`src/hw/rtl/rks_pkg.sv`:
```
// Shared types and constants of the random key sort shuffle unit.
`timescale 1ns / 1ps

package rks_pkg;

    localparam int VAL_W      = 32;   // element value width
    localparam int KEY_W      = 32;   // random word / sort key width
    localparam int POS_W      = 10;   // position field width
    localparam int IN_TDATA_W = 64;   // value + random word
    localparam int OUT_TDATA_W = 48;  // value + position, padded to bytes
    localparam int OUT_PAD_W  = OUT_TDATA_W - VAL_W - POS_W;

    // Opcodes carried in s_axis_tuser
    localparam logic OP_LOAD = 1'b0;
    localparam logic OP_READ = 1'b1;

    // One memory entry: key beside its value
    typedef struct packed {
        logic signed [KEY_W-1:0] key;
        logic signed [VAL_W-1:0] value;
    } t_entry;

endpackage

```
`src/hw/rtl/rks_rem_div.sv`:
```
// Bit-serial unsigned remainder unit, one dividend bit per cycle.
`timescale 1ns / 1ps

module rks_rem_div #(
    parameter int DIV_W = 11
) (
    input  logic                           i_clk,
    input  logic                           i_rst_n,
    input  logic                           i_start,
    input  logic [rks_pkg::KEY_W-1:0]      i_dividend,
    input  logic [DIV_W-1:0]               i_divisor,
    output logic                           o_done,
    output logic [DIV_W-1:0]               o_rem
);

    localparam int KW  = rks_pkg::KEY_W;
    localparam int CNW = $clog2(KW);

    logic           r_busy, n_busy;
    logic           r_done, n_done;
    logic [CNW-1:0] r_cnt, n_cnt;
    logic [KW-1:0]  r_dvd, n_dvd;
    logic [DIV_W-1:0] r_rem, n_rem;
    logic [DIV_W:0] w_sh;

    assign w_sh = {r_rem, r_dvd[KW-1]};

    always_comb begin
        n_busy = r_busy;
        n_done = 1'b0;
        n_cnt  = r_cnt;
        n_dvd  = r_dvd;
        n_rem  = r_rem;
        if (i_start) begin
            n_busy = 1'b1;
            n_cnt  = '0;
            n_dvd  = i_dividend;
            n_rem  = '0;
        end else if (r_busy) begin
            // restoring step: shift in next bit, subtract if it fits
            if (w_sh >= {1'b0, i_divisor}) begin
                n_rem = DIV_W'(w_sh - {1'b0, i_divisor});
            end else begin
                n_rem = w_sh[DIV_W-1:0];
            end
            n_dvd = {r_dvd[KW-2:0], 1'b0};
            n_cnt = r_cnt + 1'b1;
            if (r_cnt == CNW'(KW - 1)) begin
                n_busy = 1'b0;
                n_done = 1'b1;
            end
        end
    end

    always_ff @(posedge i_clk) begin
        if (!i_rst_n) begin
            r_busy <= 1'b0;
            r_done <= 1'b0;
            r_cnt  <= '0;
        end else begin
            r_busy <= n_busy;
            r_done <= n_done;
            r_cnt  <= n_cnt;
        end
        r_dvd <= n_dvd;
        r_rem <= n_rem;
    end

    assign o_done = r_done;
    assign o_rem  = r_rem;

endmodule
```
`config.mk`:
```
export PLATFORM = sky130hd
export DESIGN_NAME = rks_rem_div
export DESIGN_NICKNAME = d
export VERILOG_FILES = /design/src/hw/rtl/rks_pkg.sv /design/src/hw/rtl/rks_rem_div.sv
export SDC_FILE = /design/constraint.sdc
export NUM_CORES = 1
export LEC_CHECK = 0
export ABC_AREA = 1
export BUFFER_PORTS_ARGS = -buffer_cell sky130_fd_sc_hd__buf_2
export CORE_ASPECT_RATIO = 0.9
export CORE_UTILIZATION = 55
export CTS_BUF_LIST = sky130_fd_sc_hd__clkbuf_2
export CTS_CLUSTER_DIAMETER = 120
export CTS_CLUSTER_SIZE = 20
export DETAILED_ROUTE_END_ITERATION = 10
export PLACE_DENSITY = 0.85
export SYNTH_ARGS = -nofsm -noshare
export SYNTH_HDL_FRONTEND = slang
export SYNTH_SLANG_ARGS = --single-unit
```
`constraint.sdc`:
```
create_clock -name i_clk -period 3 [get_ports i_clk]
set_input_delay 0.6 -clock i_clk [delete_from_list [all_inputs] [get_ports i_clk]]
set_output_delay 0.6 -clock i_clk [all_outputs]
set_load 0.005 [all_outputs]
```
Word level (Yosys, flattened, before mapping)
Cells that the tools add are included.

Bits in registers: 50. Output and inout bits: 12. Bits in writable memories: 0. Bits in read-only memories: 0. Bits of input ports: 46. Memories kept: 0. Word-level logic and storage cells: 21. Latch bits: 0.

Bitwise gates (word level): 2. Divide/modulo/power cells: 0. Shifts and indexed selects: 0. Magnitude comparators: 1. Reductions and logical operators: 3. Add/subtract/negate cells: 2. Eq/ne operators: 1. Multipliers: 0. Muxes and demuxes: 7.

Operators with widths (number): $mux W32 (2); $ge A12 B11 Y1 (1); $mux W11 (1); $sub A11 B11 Y11 (1); $add A5 B1 Y5 const B (1); $eq A5 B5 Y1 const B (1); $mux W1 (4); $reduce_or A3 Y1 (1); $not A1 Y1 (2); $reduce_bool A2 Y1 (1); $reduce_or A2 Y1 (1).

Depth between registers and ports, before layout
Depth after elaboration: 4. Gate-level depth with buffers: 15. Depth with buffers taken out: 14.

Least setup slack after synthesis
Ideal clock, no wire load.

Path kind: in2reg. Start point: input port i_divisor[0]. End point: register r_rem[3], in the netlist o_rem[3]. Slack: 891 ps. Stages: 13. Data required time: 2851 ps. Buffers on the path: 1. Arrival time: 1959 ps. Path through: ha_1 > fa_1 > inv_1 > nand2_1 > nand2_1 > nand2_2 > nand2_1 > nand2_2 > nand3_2 > buf_6 > nand2_1 > nand3_2 > o21ai_2.

Cells in the longest elaborated chain, start to end: 2.

Ends and longest elaborated chain: start: declaration (line rks_rem_div.sv:11) `input logic [DIV_W-1:0] i_divisor,`; $sub A11 B11 Y11 or $ge A12 B11 Y1 (tied branches) (line rks_rem_div.sv:42, rks_rem_div.sv:41); $mux W11 * (line rks_rem_div.sv:41) `if (w_sh >= {1'b0, i_divisor}) begin`; end signal: assignment (line rks_rem_div.sv:66) `r_rem <= n_rem;`; end: declaration (line rks_rem_div.sv:23) `logic [DIV_W-1:0] r_rem, n_rem;`.

Mark *: on every way between the ends. The rest lies on a longest branch, timed or not. A chain may end at the register's enable or synchronous reset.

Final worst setup path
Start point: register r_dvd[31]. End point: register r_rem[3], in the netlist o_rem[3].

Cells in the longest elaborated chain, start to end: 2.

Ends and longest elaborated chain: start: declaration (line rks_rem_div.sv:22) `logic [KW-1:0] r_dvd, n_dvd;`; start signal: assignment (line rks_rem_div.sv:65) `r_dvd <= n_dvd;`; $sub A11 B11 Y11 or $ge A12 B11 Y1 (tied branches) (line rks_rem_div.sv:42, rks_rem_div.sv:41); $mux W11 * (line rks_rem_div.sv:41).

Marks and branches as above.

==> results.toml <==
[sta]
worstMarginPinSlew_ns = 0.864
fin_skew_ns = 0.0131
setup_ws_ns = 0.736
grt_setup_unrepaired = "no"
finalCriticalPeriod_ns = 2.26
maxSlewViolCount = 0
setup_viol = 0
slew_headroom = 0.423
finalSetupTns_ns = 0
hold_viol = 0
final.period_utilization = 0.755
max_freq_mhz = 442

[cells_and_area]
nNetsFinal = 507
multi_input_area_mm2 = 0.00132
seq_area_mm2 = 0.00132
layout-drive-gt1-share = 0.196
num_antenna_cells = 0
fillerInstances = 427
syn_to_final_growth_pct = 12.5

[clock_tree]
htreeDepth = 2
post_cts_buffers = 0
clock_sinks = 50
cts_resized = 0
clockRootBuffer = "clkbuf_2"
clock_latency_ns = 0.43
path_clk_slew_ns = 0.25
cts_hold_buf = 0
cts_made_buffers = 5
cts_tree = "done"
cts.path.max_buffers = 2

[placed_design]
io_buffers = 57
routabilityCongestion = 0.919
dp_hpwl_um = 4750
pre_cts_ws_ns = 0.479

[route]
ant_nets = 0
drc = 0
wl_per_cell_um = 12.1
via_count = 2606
drt_wl_total_um = 6200
drt_first_pass_iters = 7
via_per_inst = 5.08
drt_iter0_drc = 131

[setup_path]
setup.worst_path.end_class = "flip-flop"
ff2ff_setup_slack_ns = 0.74
cp-start-kind = "flip-flop"
reg2reg_to = "o_rem[3]"
crit_slowest_cell = "fa_1"
cp.required_ns = 3.35
r2r_cells = 13
cpPeakStageDelay_ns = 0.41
crit_top_cell = "nand2_1"
crit_type = "reg2reg"
cp.arrival_ns = 2.61
path_cells = "inv_1 -> ha_1 -> fa_1 -> inv_1 -> nand2_1 -> nand2_1 -> nand2_2 -> nand2_1 -> nand2_2 -> nand3_2 -> nand2_1 -> nand3_2 -> o21ai_2"
cp.buffers_inverters = 2
r2r_start = "r_dvd[31]"
crit_family = "simple AND/OR/NAND/NOR gates"
cp_max_fo = 12

[logic_synthesis]
synthesis.nets = 453
synth-warning-count = 0
synth_area_mm2 = 0.00296
synthSimpleGateAreaFrac = 0.342
synth-seq-cells = 50
muxShareOfSynthArea = 0
synth_top_family_by_area = "simple AND/OR/NAND/NOR gates"
synth.distinct_cells = 30
postSynthCellCount = 393
synth_compound_area_frac = 0.0334
synth-xor-area-share = 0.00887
synthAdderAreaFrac = 0.0617
synth.avg_cell_area_um2 = 7.54
ys_seq_area_frac = 0.446

[hold_path]
holdCritStartpoint = "i_rst_n"
worstHoldEndpoint = "r_busy"
hold_depth = 3
min_path_type = "in2reg"

[floorplanning]
die_area_mm2 = 0.00568
dieHeight_um = 71.6
chipWidth_um = 79.4
core_mm2 = 0.00501
io_pins = 58
rows = 24
start_util = 0.591

[global_route]
grt_max_degree = 38
grt_pass1_vias = 2470
grt_pass1_wl_um = 10700
gr-total-overflow = 0
grt_usage = 0.240
antenna_found_initial = 0

[status]
status = "completed"

[pwr]
p_leak_uw = 0.00181
vdd_drop_max_v = 0.000242
power-per-cell-area_mw_per_mm2 = 408

[flow_run]
cap_violations = 0
power breakdown:
| part | leakage, µW | internal [µW] | switching (µW) |
|---|---|---|---|
| combinational | 0.00130 | 74.1 | 122 |
| clock | 0.0000427 | 138 | 214 |
| sequential | 0.000475 | 792 | 17.1 |
cells in the final DEF (no fill, tap or decap), types with 2 or more instances in the layout:
| master | instances |
|---|---|
| nand2_1 | 167 |
| inv_1 | 61 |
| buf_2 | 57 |
| edfxtp_1 | 32 |
| nand3_1 | 19 |
| dfxtp_1 | 18 |
| nand4_1 | 14 |
| nor2_1 | 13 |
| ha_1 | 13 |
| nand3_2 | 8 |
| nand2_2 | 7 |
| a21oi_1 | 6 |
| clkbuf_2 | 5 |
| o21ai_0 | 3 |
| xor2_1 | 3 |
| o21ai_1 | 3 |
| buf_4 | 3 |
| inv_2 | 2 |
| clkinv_2 | 2 |
registers in the layout, indices dropped and copies added, names as in the netlist:
signal,count
r_cnt,5
o_rem,11
o_done,1
r_dvd,32
r_busy,1
per-layer routing:
layer	GRT usage	routed length [µm]	vias to the layer above
met4	0.0747	51	0
li1	-	-	1337
met2	0.398	3010	97
met1	0.321	2800	1164
met5	0	0	-
met3	0.0433	343	8
worst max path at each step:
stage / startpoint / to / slack (ns) / cells after the start
after floorplan: i_divisor[0] / o_rem[3] / 0.89 / 13
after global placement: i_divisor[0] / o_rem[0] / 0.58 / 13
after detailed placement: i_divisor[0] / o_rem[3] / 0.48 / 13
after CTS: r_dvd[31] / o_rem[3] / 0.78 / 13
after global routing: r_dvd[31] / o_rem[5] / 0.57 / 13
final: r_dvd[31] / o_rem[3] / 0.74 / 13
kinds of logic after synthesis:
logic type / after synthesis
XOR/XNOR: 3
adder cells (fa/ha/maj): 14
AND/OR/NAND/NOR: 233
flip-flops: 50
buffers and inverters: 76
AO/OA/AOI/OAI: 17
layout make-up:
| class | count | area share |
|---|---|---|
| Tap cell | 65 | 0.0244 |
| Timing Repair Buffer | 60 | 0.0924 |
| Clock inverter | 3 | 0.0120 |
| Inverter | 63 | 0.0710 |
| Clock buffer | 5 | 0.00751 |
| Sequential cell | 50 | 0.397 |
| Multi-Input combinational cell | 267 | 0.396 |
stage by stage:
stage                     cell area (µm²)  utilization  total power [µW]  hold WS [ns]  instances
after floorplan                      2960            -               952         0.442        393
after global placement               3270        0.651              1010         0.452        505
after detailed placement             3270        0.651              1020         0.472        505
after CTS                            3330        0.664              1370         0.389        513
after global routing                 3330        0.664              1420         0.378        513
final                                3330        0.664              1360         0.403        513
worst register-to-register path, delay by kind of cell (launching register included):
family	cells	cell delay, ns
flops	1	0.38
fa+ha+maj	2	0.62
simple gates	8	0.94
buf+inv	2	0.19
compound gates	1	0.06
Yosys cell counts (all sizes together):
cell,number,area (µm²)
nand4,14,87.6
nor3,1,5.00
o21ai,7,38.8
xor2,3,26.3
a211oi,1,7.51
and3,1,6.26
a21oi,7,38.8
buf,7,62.6
clkbuf,6,22.5
nand3,27,175
nor4,1,6.26
or2,1,6.26
dfxtp,18,360
inv,63,236
o21a,1,7.51
ha,13,163
fa,1,20.0
edfxtp,32,961
nor2,14,55.1
nand2,174,671
a31oi,1,6.26
Note: power is estimated with default switching activity, not from simulation.
